==> src/hw/rtl/brfd_pkg.sv <==
// Shared types and constants for the byte-run frame decoder.
package brfd_pkg;

   localparam logic [7:0]  LITERAL_FLAG     = 8'h80;
   localparam logic [15:0] WIDTH_RESET      = 16'd320;
   localparam logic [15:0] HEIGHT_RESET     = 16'd200;
   localparam int          CSR_ADDR_WIDTH   = 3;
   localparam int          CSR_DATA_WIDTH   = 32;
   localparam logic        REG_FRAME_WIDTH  = 1'b0;
   localparam logic        REG_FRAME_HEIGHT = 1'b1;

   typedef enum logic [1:0] {
      PH_COUNT,
      PH_TYPE,
      PH_VALUE,
      PH_LITERAL
   } phase_type;

   typedef struct packed {
      phase_type   phase;
      logic [15:0] column;
      logic [15:0] line;
      logic [7:0]  packets_left;
      logic [6:0]  literal_left;
      logic [6:0]  run_length;
      logic        finished;
   } state_type;

   typedef struct packed {
      logic [15:0] span_x;
      logic [15:0] span_y;
      logic [7:0]  pixel_value;
      logic [6:0]  span_length;
      logic        overrun;
      logic        frame_done;
   } result_type;

endpackage

==> src/hw/rtl/brfd_step.sv <==
// Combinational decode of one chunk byte: next decoder state and the span it writes.
module brfd_step (
   input  brfd_pkg::state_type  cur_state,
   input  logic [7:0]           data_byte,
   input  logic                 chunk_start,
   input  logic [15:0]          frame_width,
   input  logic [15:0]          frame_height,
   output brfd_pkg::state_type  nxt_state,
   output brfd_pkg::result_type result,
   output logic                 result_valid
);
   import brfd_pkg::*;

   state_type   st;
   logic        span;
   logic        pkt_done;
   logic        line_done;
   logic        done;
   logic        ovr;
   logic [6:0]  req;
   logic [6:0]  len;
   logic [7:0]  val;
   logic [15:0] avail;
   logic [15:0] x;
   logic [15:0] y;
   logic [7:0]  pkt_left;

   always_comb begin
      st        = cur_state;
      span      = 1'b0;
      pkt_done  = 1'b0;
      line_done = 1'b0;
      done      = 1'b0;
      ovr       = 1'b0;
      req       = '0;
      len       = '0;
      val       = '0;
      avail     = '0;
      pkt_left  = '0;

      // A chunk start wipes the decoder before the byte is taken as a packet count.
      if (chunk_start) begin
         st = '0;
      end
      x = st.column;
      y = st.line;

      unique case (st.phase)
         PH_COUNT: begin
            st.packets_left = data_byte;
            if (data_byte == 8'd0) begin
               line_done = 1'b1;
            end else begin
               st.phase = PH_TYPE;
            end
         end
         PH_TYPE: begin
            if ((data_byte & LITERAL_FLAG) != 8'd0) begin
               st.literal_left = ~data_byte[6:0];
               st.phase        = PH_LITERAL;
            end else begin
               st.run_length = data_byte[6:0];
               st.phase      = PH_VALUE;
            end
         end
         PH_VALUE: begin
            span     = 1'b1;
            req      = st.run_length;
            val      = data_byte;
            pkt_done = 1'b1;
         end
         PH_LITERAL: begin
            span = 1'b1;
            req  = 7'd1;
            val  = data_byte;
            if (st.literal_left == 7'd0) begin
               pkt_done = 1'b1;
            end else begin
               st.literal_left = st.literal_left - 7'd1;
            end
         end
         default: begin
            st.phase = PH_COUNT;
         end
      endcase

      if (span) begin
         avail = (st.column < frame_width) ? (frame_width - st.column) : 16'd0;
         ovr   = {9'd0, req} > avail;
         len   = ovr ? avail[6:0] : req;
         st.column = st.column + {9'd0, len};
      end

      if (pkt_done) begin
         pkt_left        = st.packets_left - 8'd1;
         st.packets_left = pkt_left;
         if (pkt_left == 8'd0) begin
            line_done = 1'b1;
         end else begin
            st.phase = PH_TYPE;
         end
      end

      if (line_done) begin
         st.phase = PH_COUNT;
         if (({1'b0, st.line} + 17'd1) >= {1'b0, frame_height}) begin
            st.finished = 1'b1;
            done        = 1'b1;
         end else begin
            st.column = '0;
            st.line   = st.line + 16'd1;
         end
      end

      result.span_x      = x;
      result.span_y      = y;
      result.pixel_value = (len == 7'd0) ? 8'd0 : val;
      result.span_length = len;
      result.overrun     = ovr;
      result.frame_done  = done;

      // Once the frame is complete, bytes leave the decoder untouched until a chunk start.
      if (cur_state.finished && !chunk_start) begin
         nxt_state    = cur_state;
         result_valid = 1'b0;
      end else begin
         nxt_state    = st;
         result_valid = (len != 7'd0) || done;
      end
   end

endmodule

==> src/hw/rtl/byte_run_frame_decoder_core.sv <==
// Top level of the byte-run frame decoder: input stage, decode step, result stage, registers.
// Path: a beat accepted into the input register is decoded and loaded into the result register,
// which drives the result port; a stalled result register can hold the beat in the input stage.
// Throughput: one byte per cycle; the decode state update is a single registered pass.
// Only a stalled result register holds back the input, through the input stage.
// Reset (synchronous, active high) empties both stages, clears the decode state and
// returns frame_width to 320 and frame_height to 200.
module byte_run_frame_decoder_core (
   input  logic        clock,
   input  logic        reset,
   input  logic        req_tvalid,
   output logic        req_tready,
   input  logic [7:0]  req_tdata,   // [7:0] data_byte
   input  logic        req_tuser,   // [0] chunk_start
   output logic        rsp_tvalid,
   input  logic        rsp_tready,
   output logic [47:0] rsp_tdata,   // [15:0] span_x, [31:16] span_y, [39:32] pixel_value,
                                    // [46:40] span_length, [47] zero
   output logic        rsp_tuser,   // [0] overrun
   output logic        rsp_tlast,   // frame_done
   input  logic        csr_psel,
   input  logic        csr_penable,
   input  logic        csr_pwrite,
   input  logic [brfd_pkg::CSR_ADDR_WIDTH-1:0] csr_paddr,
   input  logic [brfd_pkg::CSR_DATA_WIDTH-1:0] csr_pwdata,
   output logic [brfd_pkg::CSR_DATA_WIDTH-1:0] csr_prdata,
   output logic        csr_pready
);
   import brfd_pkg::*;

   logic        in_valid_ff;
   logic [7:0]  in_byte_ff;
   logic        in_start_ff;
   state_type   state_ff;
   state_type   state_in;
   result_type  result_in;
   result_type  result_ff;
   logic        result_valid;
   logic        out_valid_ff;
   logic [15:0] width_ff;
   logic [15:0] height_ff;
   logic        fire;
   logic        load;
   logic        csr_write;

   assign fire       = in_valid_ff && (!out_valid_ff || rsp_tready);
   assign load       = fire && result_valid;
   assign req_tready = !in_valid_ff || fire;

   always_ff @(posedge clock) begin
      if (reset) begin
         in_valid_ff <= 1'b0;
      end else if (req_tready) begin
         in_valid_ff <= req_tvalid;
      end
   end

   always_ff @(posedge clock) begin
      if (req_tready && req_tvalid) begin
         in_byte_ff  <= req_tdata;
         in_start_ff <= req_tuser;
      end
   end

   brfd_step u_step (
      .cur_state    (state_ff),
      .data_byte    (in_byte_ff),
      .chunk_start  (in_start_ff),
      .frame_width  (width_ff),
      .frame_height (height_ff),
      .nxt_state    (state_in),
      .result       (result_in),
      .result_valid (result_valid)
   );

   always_ff @(posedge clock) begin
      if (reset) begin
         state_ff <= '0;
      end else if (fire) begin
         state_ff <= state_in;
      end
   end

   always_ff @(posedge clock) begin
      if (reset) begin
         out_valid_ff <= 1'b0;
      end else if (load) begin
         out_valid_ff <= 1'b1;
      end else if (rsp_tready) begin
         out_valid_ff <= 1'b0;
      end
   end

   always_ff @(posedge clock) begin
      if (load) begin
         result_ff <= result_in;
      end
   end

   assign rsp_tvalid = out_valid_ff;
   assign rsp_tdata  = {1'b0, result_ff.span_length, result_ff.pixel_value,
                        result_ff.span_y, result_ff.span_x};
   assign rsp_tuser  = result_ff.overrun;
   assign rsp_tlast  = result_ff.frame_done;

   // Register file: the low address bits below the word offset are not decoded.
   assign csr_pready = 1'b1;
   assign csr_write  = csr_psel && csr_penable && csr_pwrite && csr_pready;

   always_ff @(posedge clock) begin
      if (reset) begin
         width_ff  <= WIDTH_RESET;
         height_ff <= HEIGHT_RESET;
      end else if (csr_write) begin
         unique case (csr_paddr[2])
            REG_FRAME_WIDTH:  width_ff  <= csr_pwdata[15:0];
            REG_FRAME_HEIGHT: height_ff <= csr_pwdata[15:0];
            default:          width_ff  <= width_ff;
         endcase
      end
   end

   always_comb begin
      unique case (csr_paddr[2])
         REG_FRAME_WIDTH:  csr_prdata = {16'd0, width_ff};
         REG_FRAME_HEIGHT: csr_prdata = {16'd0, height_ff};
         default:          csr_prdata = '0;
      endcase
   end

   a_zero_len_is_done: assert property (@(posedge clock) disable iff (reset)
      (rsp_tvalid && (rsp_tdata[46:40] == 7'd0)) |-> (rsp_tlast && (rsp_tdata[39:32] == 8'd0)))
      else $error("zero-length span without frame done marker");

   a_done_sets_finished: assert property (@(posedge clock) disable iff (reset)
      (load && result_in.frame_done) |=> state_ff.finished)
      else $error("frame done result did not mark the frame finished");

   a_finished_is_silent: assert property (@(posedge clock) disable iff (reset)
      (fire && state_ff.finished && !in_start_ff) |-> !load)
      else $error("result produced after the frame was finished");

   a_stall_holds_result: assert property (@(posedge clock) disable iff (reset)
      (out_valid_ff && !rsp_tready) |=> (out_valid_ff && $stable(result_ff)))
      else $error("pending result changed while stalled");

endmodule

==> config.mk <==
export PLATFORM = sky130hd
export DESIGN_NAME = byte_run_frame_decoder_core
export DESIGN_NICKNAME = d
export VERILOG_FILES = /design/src/hw/rtl/brfd_pkg.sv /design/src/hw/rtl/brfd_step.sv /design/src/hw/rtl/byte_run_frame_decoder_core.sv
export SDC_FILE = /design/constraint.sdc
export NUM_CORES = 1
export LEC_CHECK = 0
export BUFFER_PORTS_ARGS = -buffer_cell sky130_fd_sc_hd__buf_2
export CAP_MARGIN = 20
export CELL_PAD_IN_SITES_DETAIL_PLACEMENT = 0
export CELL_PAD_IN_SITES_GLOBAL_PLACEMENT = 1
export CORE_AREA = 2 2 141 143
export DETAILED_ROUTE_END_ITERATION = 10
export DIE_AREA = 0 0 143 145
export HOLD_SLACK_MARGIN = 0.15
export PLACE_DENSITY = 0.9
export SKIP_CTS_REPAIR_TIMING = 1
export SLEW_MARGIN = 20
export SYNTH_ARGS = -nofsm -noshare
export SYNTH_HDL_FRONTEND = slang
export SYNTH_SLANG_ARGS = --single-unit
==> constraint.sdc <==
create_clock -name clock -period 17.85 [get_ports clock]
set_input_delay 2.6775 -clock clock [delete_from_list [all_inputs] [get_ports clock]]
set_output_delay 2.6775 -clock clock [all_outputs]
set_load 0.02 [all_outputs]
Word-level counts from Yosys, hierarchy flattened
Cells that the tools add are included.
W data, S select, Z words.

word-level totals
  register bits = 149
  bits of input ports = 51
  output and inout bits = 85
  logic and storage cells = 94

operators by class
  add/subtract/negate cells = 6
  magnitude comparators = 3
  equal/unequal tests = 3
  muxes and demuxes = 35
  bitwise logic cells = 4
  reductions and logical operators = 24

operators with widths
  operator                 count
  $pmux W32 S2             1
  $mux W57                 1
  $mux W7                  6
  $mux W34                 1
  $mux W16                 2
  $mux W32                 1
  $pmux W7 S2              2
  $add A16 B1 Y17 const B  1
  $ge A17 B16 Y1           1
  $add A16 B1 Y16 const B  1
  $add A16 B7 Y16          1
  $gt A7 B16 Y1            1
  $logic_not A8 Y1         2
  $lt A16 B16 Y1           1
  $mux W8                  2
  $sub A16 B16 Y16         1
  $logic_not A7 Y1         2
  $mux W1                  14
  $sub A8 B1 Y8 const B    1
  $not A7 Y7               1
  $reduce_bool A7 Y1       1
  $sub A7 B1 Y7 const B    1
  $logic_and A1 B1 Y1      6
  $mux W2                  3
  other kinds (11)         21

Logic depth before layout (Yosys ltp)
Gate-level depths: netlist of run 1.

  depth in word-level cells = 12
  gate-level depth with buffers = 37
  gate-level depth less buffers = 32

By module
A second synthesis of run 1 with hierarchy kept.

second synthesis, totals
  cells, all modules = 1226
  area total of the unflattened synthesis = 10327.4 µm²

modules (own cells, without submodules)
  module                       instances  cells an instance  area an instance (µm²)  sequential area each (µm²)
  byte_run_frame_decoder_core  1          510                5880.6                  3563.4
  brfd_step                    1          716                4446.8                  0.0

Worst setup path before layout of run 1
Ideal clock, no wire load.

  kind = flip-flop to flip-flop
  start point = reg in_start_ff
  end point = reg state_ff[53] in the netlist's numbering
  library setup time = 0.074 ns
  data arrival time = 7.358 ns
  data required time = 17.776 ns
  setup slack = 10.418 ns
  stages on the path, launching flop included = 34
  clock period less this slack = 7.432 ns
  cell sequence = edfxtp_1 -> clkbuf_1 -> clkbuf_1 -> clkbuf_1 -> clkbuf_1 -> nor2_1 -> ha_1 -> inv_1 -> fa_1 -> a21o_1 -> a221oi_4 -> o21a_1 -> o2111ai_1 -> and3_1 -> clkbuf_1 -> nand2_1 -> ha_1 -> nand3_1 -> nor2_1 -> o21bai_1 -> a211o_1 -> or4_1 -> nor4b_2 -> buf_6 -> mux2_2 -> fa_1 -> nor2b_1 -> o21ai_0 -> a21boi_0 -> o21ai_0 -> a21boi_0 -> o21ai_0 -> or4_1 -> a31oi_1

RTL lines
  element                 line                               source
  from (decl)             byte_run_frame_decoder_core.sv:33  logic in_start_ff;
  from (signal assigned)  byte_run_frame_decoder_core.sv:61  in_start_ff <= req_tuser;
  to (signal assigned)    byte_run_frame_decoder_core.sv:80  state_ff <= state_in;
  to (decl)               byte_run_frame_decoder_core.sv:34  state_type state_ff;

==> metrics list, run 1 <==
- Run status: complete, no violations
- Across every metal layer, demand over resource in global routing totals 22.20%.
* Unrepaired setup endpoints after global routing: false
- End of the critical path: state_ff[53]
- Worst-path cell with the longest stage delay: a21boi_0
- Total of endpoints with negative setup slack in the final report: 0
* Number of synthesized flops with an enable pin: 58
* Synth top area share: 20.52%
- Clock tree synthesis selected as its root buffer the cell clkbuf_16.
- Reg2Reg Capture Point: state_ff[53]
* Post-Syn Instances: 1,034
* Count of antenna diodes in the layout: 0
- Ranked by total cell area, the synthesized netlist is headed by dfxtp_1, edfxtp_1, ha_1.
- Clock tree synthesis found a total of 149 sinks.
- Counting flops and latches in the post-synthesis netlist gives 149.
- Placed wire-length estimate after detailed placement: 15.88 mm
* Relative slew slack: 31.90%
- Total overflow reported by the global router: 0
* Main synth FF type: dfxtp_1
* Count of buffer and inverter cells on the critical path: 3
* Register area: 3563 um2
- STA classifies the critical path endpoint as a register.
- Total CTS buffers: 17
- Peak per-stage delay on the critical path: 0.52 ns
- The final layout contains 1,209 nets.
- In this run the vertical extent of the chip is 145 um.
- Most frequent cells in the layout: nand2_1, buf_2, a21oi_1
* Library cell with the largest summed area after synthesis: dfxtp_1
* Placeable core region: 19,210 um2
* Via density: 5.509
- For the final database, setup skew stands at 0.01070 ns.
- Weighted congestion at the end of routability-driven global placement: 0.9061
- For this design the ratio of total power to cell area is 78.84 nW/um2.
- Drt total wl: 22.83 mm
- Fraction of registers with async set/reset: 0%
- Fraction of the cycle the final worst path needs: 44.94%
- Pin count of the biggest net entering global routing: 94
* Count of antenna-violating nets left after detailed routing: 0
- Source-to-sink clock delay at the later pin of the worst-skew pair: 0.43 ns
* Starting Density: 46.21%
- The max-slew violation count is 0.
- Filler instances: 1,763
- Fin. Hold Viols: 0
- The kind of cell with the highest combined delay along the critical path is compound AO/OA/AOI/OAI gates.
* First-pass GRT wire length: 36.57 mm
- Port buffering added 99 buffers.
* Sequential-to-total area share from yosys stat: 40.15%
* Cell leakage power: 3.964 nW
* Number of different library cells in the post-synthesis netlist: 63
* Vias in the first global route: 7,041
- Static timing analysis puts the maximum clock frequency at 124.6 MHz.
- Max-cap violations: 0
* Worst path required time: 18.19 ns
- For this run, the detailed router's first-pass iteration total came to 5.
* Class of the most critical hold timing path: reg -> reg
* H-tree depth reported by CTS: 4
- CP Depth: 30
- Fraction of layout instances using a drive strength above 1: 15.10%
- In this run the count of I/O pins placed on the die edge is 136.
* Max Fanout on Critical Path: 60
- Arrival time of the worst setup path: 8.36 ns
- Placed cell area: 9503 um2
- The number of antenna violations at the first check in global routing is 0.
- Total Neg Setup Slack: 0 ns
- Leading cell type in the layout, fill and taps excluded: nand2_1
* Flop-to-flop setup slack: 9.83 ns
- Synthesis warning total: 0
- Worst flop-to-flop path startpoint: in_start_ff
- The most numerous cell type found on the critical path is o21ai_0.
* Clock tree from TritonCTS: yes
- Initial DRC Count: 710
- Per-cell routed wire length: 16.49 um
- Cell area after technology mapping: 8876 um2
* Layout overhead on the synthesized area: 13.81%
- Number of vias in the routed layout: 7,624
- Startpoint-to-endpoint class of the critical path: reg -> reg
* Post-synthesis area per instance: 8.584 um2
- Number of rows created at floorplan: 51
* Largest vdd supply drop: 0.00007199 V
- Area of all placed cells without fillers: 10,100 um2
* Die area: 20,740 um2
* Clock input transition at the sequential cells of the worst setup and hold paths: 0.06 ns
- The number of cells on the worst reg-to-reg path is 30.
- Area used by multi-input combinational logic: 4841 um2
- Critical path launch point: in_start_ff
- Post-route minimum period: 8.023 ns
* Category of the worst setup path launch point: register
* Transition time at the pin with the least slew margin: 1.021 ns
* Maximum buffer depth of the clock tree: 2
- For this run, design rule violations remaining after detail routing come to 0.
* Width of the chip: 143 um
metal layers:
layer	part of all wire (%)	global-route usage (%)	wire, um
met5	0	0	0
met4	2.1	6.733	473
met3	4.8	4.026	1099
met2	46	33.71	10420
met1	47	32.06	10840
how the worst min path moves through the flow:
stage	startpoint	endpoint	slack (ns)	cells past startpoint
global placement	state_ff[20]	state_ff[20]	0.44	2
detailed placement	state_ff[20]	state_ff[20]	0.45	2
floorplan	state_ff[20]	state_ff[20]	0.43	2
global route	state_ff[20]	state_ff[20]	0.48	2
finish	state_ff[20]	state_ff[20]	0.45	2
CTS	state_ff[20]	state_ff[20]	0.46	2
layout make-up:
cell class | instances | area share (%)
clock buffers | 22 | 5.128
clock inverters | 10 | 0.7803
inverters | 53 | 1.969
multi-input cells | 776 | 47.92
flip-flops and latches | 149 | 35.27
well taps | 265 | 3.282
repair buffers | 109 | 5.648
where the power goes:
group / switching (mW) / leakage (nW) / internal [mW]
sequential: 0.00720 / 1.21 / 0.356
clock: 0.152 / 0.300 / 0.209
combinational: 0.0460 / 2.45 / 0.0255
flip-flops by register name, summed over array words and instances (netlist names):
register	flops
rsp_tdata	47
in_byte_ff	8
rsp_tvalid	1
width_ff	16
rsp_tuser	1
in_start_ff	1
state_ff	57
rsp_tlast	1
height_ff	16
in_valid_ff	1
through the flow:
step | setup WS (ns) | hold slack, ns | instances | total power [mW] | utilization (%)
2_1_floorplan | 10.42 | 0.4312 | 1050 | 0.4239 | -
5_1_grt | 9.074 | 0.4751 | 1384 | 0.8247 | 52.60
3_3_place_gp | 9.970 | 0.4401 | 1352 | 0.4407 | 49.46
4_1_cts | 9.921 | 0.4567 | 1384 | 0.8015 | 52.58
3_5_place_dp | 10.01 | 0.4473 | 1352 | 0.4415 | 49.48
6_report | 9.827 | 0.4521 | 1384 | 0.7965 | 52.60
tightest hold or removal path, delay by kind of cell, from the launching register on:
family / cells / cell delay (ns)
AO/OA/AOI/OAI: 1 / 0.05
flip-flops: 1 / 0.31
AND/OR/NAND/NOR: 1 / 0.05
logic make-up after synthesis:
logic type,share of synthesized area [%]
AOI/OAI and AO/OA,17.47
and+or+nand+nor,21.86
buffers and inverters,6.132
xor gates and xnor gates,2.664
other,0.08461
muxes,4.144
DFF,40.15
adders and majority gates,7.499
synthesized netlist by cell type (15+ instances only):
master,instances
buf_4,18
nor2b_1,19
edfxtp_1,58
o21ai_0,55
nand2_1,137
nand3_1,37
ha_1,50
clkbuf_1,51
a21o_1,15
a21oi_1,95
mux2_2,18
inv_1,53
nor2_1,65
nor3_1,18
nand2b_1,32
and2_1,26
xnor2_1,17
dfxtp_1,91
No activity file was read; power rests on OpenSTA's default activity.
==> inputs of run 2 (changes only) <==
Settings changed: CORE_AREA 2 2 141 143 to 2 2 154 156, DIE_AREA 0 0 143 145 to 0 0 156 158, PLACE_DENSITY 0.9 to 0.81.
Clock period 17.85 ns to 7.25 ns, I/O delays scaled along.
==> run 2 against run 1 <==
  * Sequential share of layout area down 0.93 points
  * Sequential power up 150%
  * Wire length up 4.3%
  * Power up 150%
  * Hold slack better by 0.0063 ns
  * Critical path depth down 1
  * Count of clock-buffer cells in the layout down 5
  * Largest power group is now clock
  * Highest routed layer unchanged
==> metrics list, run 2 (synthesis gave the netlist of run 1 again) <==
- The met2 layer usage reported by global route came to 30.72% (-3.0 points).
* Net Sw Power: 0.5440 mW (+170%)
* Root buffer selected by CTS: clkbuf_16
- Weighted congestion at the end of routability-driven global placement: 0.8732 (-3.6%)
- Net count reported at finish: 1,240 (+2.6%)
* Pin count of the biggest net entering global routing: 94 (unchanged)
- Met1 track demand over resource: 27.42% (-4.6 points)
- Critical path launch point: in_start_ff
* Filler instances: 2,261 (+28%)
* Relative slew slack: 26.89% (-5.0 points)
- Count of buffer and inverter cells on the critical path: 3 (unchanged)
* Layout overhead on the synthesized area: 16.90%
* Power per unit of standard cell area: 190.8 nW/um2 (+140%)
- In this run the most used layer during global routing was met2.
- The number of failing hold endpoints at the final stage is 0 (unchanged).
- The worst setup path is of the reg -> reg kind.
- The number of nets with antenna violations after routing came to 0 (unchanged).
- The number of placed cells counting well taps is 1,407 (+4.1%).
- Worst-path cell with the longest stage delay: or4_1
- The number of H-tree levels came to 4 (unchanged).
- Number of rows created at floorplan: 56 (+9.8%)
* Class of the most critical hold timing path: reg -> reg
* Cell repeated most along the worst path: buf_4
* Cell family contributing the most delay on the critical path: compound AO/OA/AOI/OAI gates
* Total overflow reported by the global router: 0 (unchanged)
- The minimum clock period after layout was 6.819 ns (-1.204 ns).
* Flop-to-flop setup slack: 0.43 ns (-9.40 ns)
* Number of flip-flops in the largest register: 57 (unchanged)
- The largest driver fanout on the critical path is 12 (-80%).
* I/O pin cnt: 136 (unchanged)
- The number of detailed-routing iterations run before antenna repair came to 5 (unchanged).
* Total CTS buffers: 17 (unchanged)
* Worst flop-to-flop path startpoint: in_start_ff
- Register with the most flip-flops: state_ff
- Largest vdd supply drop: 0.0001434 V (+99%)
* End of the critical path: state_ff[49]
* First-pass GRT wire length: 37.74 mm (+3.2%)
- The clock network latency to the later pin of the worst-skew pair was 0.43 ns (about the same).
* CP Depth: 29 (-3.3%)
- Max-cap violations: 0 (unchanged)
* Drt total wl: 23.81 mm (+4.3%)
* Area used by multi-input combinational logic: 4853 um2 (+0.26%)
- Clock input transition at the sequential cells of the worst setup and hold paths: 0.07 ns (about the same)
- Worst path required time: 7.60 ns (-10.59 ns)
* Final standard cell count with taps included and fillers excluded: 1,440 (+4.0%)
- Leading cell type in the layout, fill and taps excluded: nand2_1
- Fraction of the cycle the final worst path needs: 94.05% (+49 points)
- The top achievable clock speed came to 146.7 MHz (+18%).
- Arrival time of the worst setup path: 7.17 ns (-1.19 ns)
- Worst Reg-to-Reg Cells: 29 (-3.3%)
- Total of endpoints with negative setup slack in the final report: 0 (unchanged)
- Vias in the first global route: 7,162 (+1.7%)
- Reg2Reg Capture Point: state_ff[49]
* Fraction of layout instances using a drive strength above 1: 17.65% (+2.5 points)
- The all-layer global routing usage came to 19.60% (-2.6 points).
- Number of vias in the routed layout: 7,629 (+0.066%)
* Maximum buffer depth of the clock tree: 2 (unchanged)
- Clock Power Share: 45.4% (about the same)
* Antenna violations before repair: 0 (unchanged)
- Cell-internal power: 1.436 mW (+140%)
* Transition time at the pin with the least slew margin: 1.094 ns (+0.07295 ns)
* Sw Share: 27.48% (+1.7 points)
- The number of DRC markers in iteration 0 came to 592 (-17%).
- Count of antenna diodes in the layout: 0 (unchanged)
* Final Max Slew Viols: 0 (unchanged)
- The mean routed wirelength per cell is 16.54 um (+0.25%).
* Category of the worst setup path launch point: register
- The vias per cell came to 5.298 (-3.8%).
- Clock tree from TritonCTS: yes
* Clk_skew: 0.01384 ns (+0.003141 ns)
- Run status: complete, no violations
- The TritonCTS sink count came to 149 (unchanged).
* Share of total power in combinational logic: 9.4% (+0.4 points)
- The sum of net half-perimeters after detailed placement was 17.00 mm (+7.1%).
* Global routing usage on met3: 3.093% (-0.93 points)
* Starting Density: 38.50% (-7.7 points)
* Sequential fraction of design power: 45.2% (-0.4 points)
- The post-route DRC violation count was 0 (unchanged).
- Category of the worst setup path capture point: register
- Crit path setup slack, layout: 0.4311 ns (-9.396 ns)
- The floorplan die area is 24,650 um2 (+19%).
* Register area: 3563 um2 (unchanged)
- The chip width was 156 um (+9.1%).
* Peak per-stage delay on the critical path: 0.48 ns (-0.04 ns)
- Most frequent cells in the layout: nand2_1, buf_2, a21oi_1
- Die outline height: 158 um (+9.0%)
- The worst setup slack after placement came to 0.1271 ns (-9.878 ns).
- Cell leakage power: 4.095 nW (+3.3%)
* Placeable core region: 23,050 um2 (+20%)
- IO Port Bufs: 99 (unchanged)
==> run 2: stage by stage <==
step	cell area, um2	TNS [ns]	utilization [%]	hold slack [ns]	power, mW
final	10380	0	45.01	0.4584	1.980
after global routing	10380	-0.01452	45.01	0.4795	2.050
after CTS	10350	0	44.91	0.4566	1.987
after floorplan	8941	0	-	0.4312	1.044
after detailed placement	9771	0	42.38	0.4462	1.096
after global placement	9771	0	42.38	0.4386	1.095
==> run 2: power by group through the flow <==
stage                     sequential, mW  clock, mW  combinational [mW]
after floorplan                    0.904          0               0.140
after global placement             0.915          0               0.181
after detailed placement           0.915          0               0.181
after CTS                          0.896      0.908               0.182
after global routing               0.896      0.948               0.206
final                              0.894      0.898               0.187
==> run 2: routing by layer <==
layer  share of wire, %  routed length, um  vias to the layer above
met5                  0                  0                        -
met4                2.3                542                        0
met3                4.0                957                       33
met2                 46              10960                      185
met1                 48              11350                     3563
li1                   -                  -                     3848
==> run 2: layout make-up <==
| cell class | count | area share, % |
|---|---|---|
| timing repair buffer | 140 | 7.862 |
| inverter | 53 | 1.917 |
| clock inverter | 15 | 1.507 |
| sequential | 149 | 34.34 |
| clock buffer | 17 | 4.100 |
| multi-input combinational | 776 | 46.77 |
| tap | 290 | 3.497 |
==> run 2: worst min-delay path by stage <==
stage | start | to | slack [ns] | cells past startpoint
floorplan | state_ff[20] | state_ff[20] | 0.43 | 2
global placement | state_ff[20] | state_ff[20] | 0.44 | 2
CTS | state_ff[20] | state_ff[20] | 0.46 | 2
finish | state_ff[0] | state_ff[0] | 0.46 | 2
global route | state_ff[20] | state_ff[20] | 0.48 | 2
detailed placement | state_ff[20] | state_ff[20] | 0.45 | 2
==> run 2: worst min-delay path: cells and delay by family, from the launching register on <==
| family | cells | cell delay, ns |
|---|---|---|
| DFF | 1 | 0.31 |
| and+or+nand+nor | 1 | 0.05 |
| AOI/OAI and AO/OA | 1 | 0.05 |
==> inputs of run 3 (changes only) <==
Settings changed: ABC_AREA set to 1, CORE_AREA 2 2 154 156 to 2 2 158 160, DIE_AREA 0 0 156 158 to 0 0 160 162.
==> run 3 against run 2 <==
  * Area after synthesis increased by 1.9%
  * Largest power group is now registers
  * Setup slack better by 0.46 ns
  * Non-clock buffer count fell by 32
  * Via count is 3.6% higher
  * Fmax is 7.2% higher
  * Power is 3.8% higher
  * Critical path depth rose by 11
  * Critical endpoint is now state_ff[53]
==> metrics list, run 3 <==
* Number of flip-flops in the largest register: 57 (unchanged)
- The number of buffers created by CTS came to 17 (unchanged).
- The max-cap check violation count came to 0 (unchanged).
- The clock network latency to the later pin of the worst-skew pair was 0.44 ns (about the same).
- The max-slew violation count came to 0 (unchanged).
* Highest achievable clock rate: 157.1 MHz (+7.2%)
- Worst path required time: 7.61 ns (about the same)
* Most frequent cells after synthesis: nand2_1, inv_1, nor2_1, dfxtp_1, o21ai_0
- Fraction of the cycle the final worst path needs: 87.77% (-6.3 points)
- Cell leakage power: 4.672 nW (+14%)
- Post-synthesis area per instance: 7.486 um2 (-13%)
- The fraction of final layout cells sized beyond drive strength 1 is 14.26% (-3.4 points).
* Cell repeated most along the worst path: nand2_1
- Vias in the first global route: 7,403 (+3.4%)
- The number of enable-type register cells in the synthesized netlist is 58 (unchanged).
- The standard cell core area was 24,110 um2 (+4.6%).
- The area share of the largest cell type after synthesis is 20.14% (-0.38 points).
- Fin. Hold Viols: 0 (unchanged)
- Overall power after layout: 2.055 mW (+3.8%)
- The final weighted congestion in routability-driven placement was 0.8400 (-3.8%).
- Of all cell types, the one taking the most synthesized area is dfxtp_1.
- The flow ran to the end, and the final reports show no timing, DRC or antenna violations.
- Unrepaired setup endpoints after global routing: false
- The number of detailed-routing iterations run before antenna repair came to 5 (unchanged).
* Layout overhead on the synthesized area: 14.43%
* Starting Density: 37.52% (-0.99 points)
* Power per unit of standard cell area: 198.6 nW/um2 (+4.1%)
- Among all cell types in the netlist, the one instantiated most often is nand2_1.
- Width of the chip: 160 um (+2.6%)
* Worst-path cell with the longest stage delay: edfxtp_1
* Reg2Reg Capture Point: state_ff[53]
- Dominant cells by area after synthesis: dfxtp_1, edfxtp_1, nand2_1
- The number of synthesis warnings came to 0 (unchanged).
- The minimum clock period after layout is 6.364 ns (-0.4553 ns).
* Post-Place Worst Slack: 0.5899 ns (+0.4629 ns)
- The number of H-tree levels is 4 (unchanged).
- Arrival time of the worst setup path: 6.72 ns (-0.45 ns)
- The floorplan die area was 25,920 um2 (+5.2%).
- Register bit count reported by yosys: 149 (unchanged)
- Total Neg Setup Slack: 0 ns (unchanged)
- Total overflow reported by the global router: 0 (unchanged)
- Transition time at the pin with the least slew margin: 1.056 ns (-0.03824 ns)
* I/O pin cnt: 136 (unchanged)
- Destination of the worst hold path: state_ff[44]
- Total of endpoints with negative setup slack in the final report: 0 (unchanged)
- The tree is rooted in a clkbuf_16.
- Post-Syn Instances: 1,208 (+17%)
- Worst Reg-to-Reg Cells: 40 (+38%)
- Count of antenna-violating nets left after detailed routing: 0 (unchanged)
- First-pass GRT wire length: 38.30 mm (+1.5%)
- Filler instances: 2,531 (+12%)
- Class of the most critical hold timing path: reg -> reg
* Initial DRC Count: 590 (-0.34%)
- In the layout the commonest cells are nand2_1, inv_1, nor2_1.
- The proportion of synthesized flip-flops having asynchronous set or reset is 0% (unchanged).
- The largest voltage drop on the vdd net was 0.0001370 V (-4.4%).
* Clock tree from TritonCTS: yes
* Pin count of the biggest net entering global routing: 55 (-41%)
* Main synth FF type: dfxtp_1
- The vias per cell came to 4.834 (-8.8%).
- The mapped cell area was 9044 um2 (+1.9%).
- Crit path setup slack, layout: 0.8864 ns (+0.4553 ns)
- Leaving out fill and tap cells, the most frequent cell in the layout is nand2_1.
- Clock input transition at the sequential cells of the worst setup and hold paths: 0.07 ns (about the same)
* Clk_skew: 0.01458 ns (+0.0007401 ns)
- Cell count of the worst hold path: 2 (unchanged)
- Drt total wl: 23.83 mm (about the same)
* Peak per-stage delay on the critical path: 0.41 ns (-0.07 ns)
* Worst flop-to-flop path startpoint: in_start_ff
- The floorplan row count was 57 (+1.8%).
* Clk sink count: 149 (unchanged)
- The mean routed wirelength per cell came to 14.58 um (-12%).
- The largest driver fanout on the critical path was 13 (+1).
* Die outline height: 162 um (+2.5%)
- Register with the most flip-flops: state_ff
- Flop-to-flop setup slack: 0.89 ns (+0.46 ns)
* Sequential-to-total area share from yosys stat: 39.40% (-0.74 points)
- Placed wire-length estimate after detailed placement: 17.65 mm (+3.9%)
- Count of antenna diodes in the layout: 0 (unchanged)
* Launch instance of the worst min-delay path: state_ff[44]
- Category of the worst setup path capture point: register
* Maximum buffer depth of the clock tree: 2 (unchanged)
- The total via count after detailed routing came to 7,903 (+3.6%).
- The count of input and output buffers came to 99 (unchanged).
* Gr usage total: 18.85% (-0.74 points)
- Post-route DRC: 0 (unchanged)
- Startpoint-to-endpoint class of the critical path: reg -> reg
- Relative slew slack: 29.33% (+2.4 points)
- STA classifies the critical path startpoint as a register.
- Antenna violations before repair: 0 (unchanged)
- Net count reported at finish: 1,401 (+13%)
- The count of distinct cell types in the synthesized netlist was 53 (-16%).
run 3: changes by cell type after synthesis, moves of 25 or more:
cell,before,now
inv_1,53,183
nand2_1,137,240
nor2_1,65,137
nand3_1,37,74
o21ai_0,55,89
nand2b_1,32,0
clkbuf_1,51,26
run 3: worst max-delay path by stage:
stage,depth (start not counted),endpoint,slack (ns),startpoint
floorplan,47,state_ff[53],1.55,in_start_ff
global placement,43,state_ff[53],0.61,in_start_ff
detailed placement,40,state_ff[53],0.59,in_start_ff
CTS,40,state_ff[53],0.55,in_start_ff
global route,43,state_ff[53],0.03,in_start_ff
finish,40,state_ff[53],0.89,in_start_ff
run 3: kinds of logic after synthesis:
kind of cell / after synthesis / synth area share, %
DFF: 149 / 39.40
and+or+nand+nor: 516 / 25.22
other: 2 / 0.08304
AOI/OAI and AO/OA: 217 / 13.86
buffers and inverters: 244 / 11.36
adders and majority gates: 52 / 7.360
xor gates and xnor gates: 28 / 2.712
run 3: stage by stage:
stage / hold slack [ns] / util (%) / instances / cell area (um2)
after floorplan: 0.4435 / - / 1224 / 9104
after global placement: 0.4520 / 40.53 / 1602 / 9769
after detailed placement: 0.4559 / 40.53 / 1602 / 9769
after CTS: 0.4651 / 42.83 / 1634 / 10320
after global routing: 0.4796 / 42.93 / 1635 / 10350
final: 0.4632 / 42.93 / 1635 / 10350
run 3: cell type report:
cell class,count,area (um2),area share (%)
multi-input combinational,831,4518,43.66
clock buffer,18,439.2,4.244
sequential,149,3563,34.43
clock inverter,14,115.1,1.112
inverter,191,719.4,6.952
timing repair buffer,108,588.1,5.682
tap,324,405.4,3.917
run 3: critical path, delay by kind of cell, from the launching register on:
family | cells | cell delay [ns]
simple gates | 23 | 3.04
fa+ha+maj | 4 | 1.20
compound gates | 6 | 1.00
buf+inv | 7 | 0.64
flops | 1 | 0.41
run 3: where the power goes:
| part | total, mW | internal (mW) | switching, mW | leakage [nW] |
|---|---|---|---|---|
| registers | 0.904 | 0.888 | 0.0166 | 1.20 |
| logic | 0.311 | 0.0993 | 0.211 | 3.20 |
| clock network | 0.840 | 0.456 | 0.384 | 0.274 |
| total | 2.06 | 1.44 | 0.612 | 4.67 |
run 3: routing by layer:
layer / GRT usage, % / share of wire [%] / vias up
li1: - / - / 4096
met1: 25.75 / 48 / 3595
met2: 30.36 / 46 / 176
met3: 2.962 / 3.7 / 36
met4: 6.880 / 2.6 / 0
met5: 0 / 0 / -
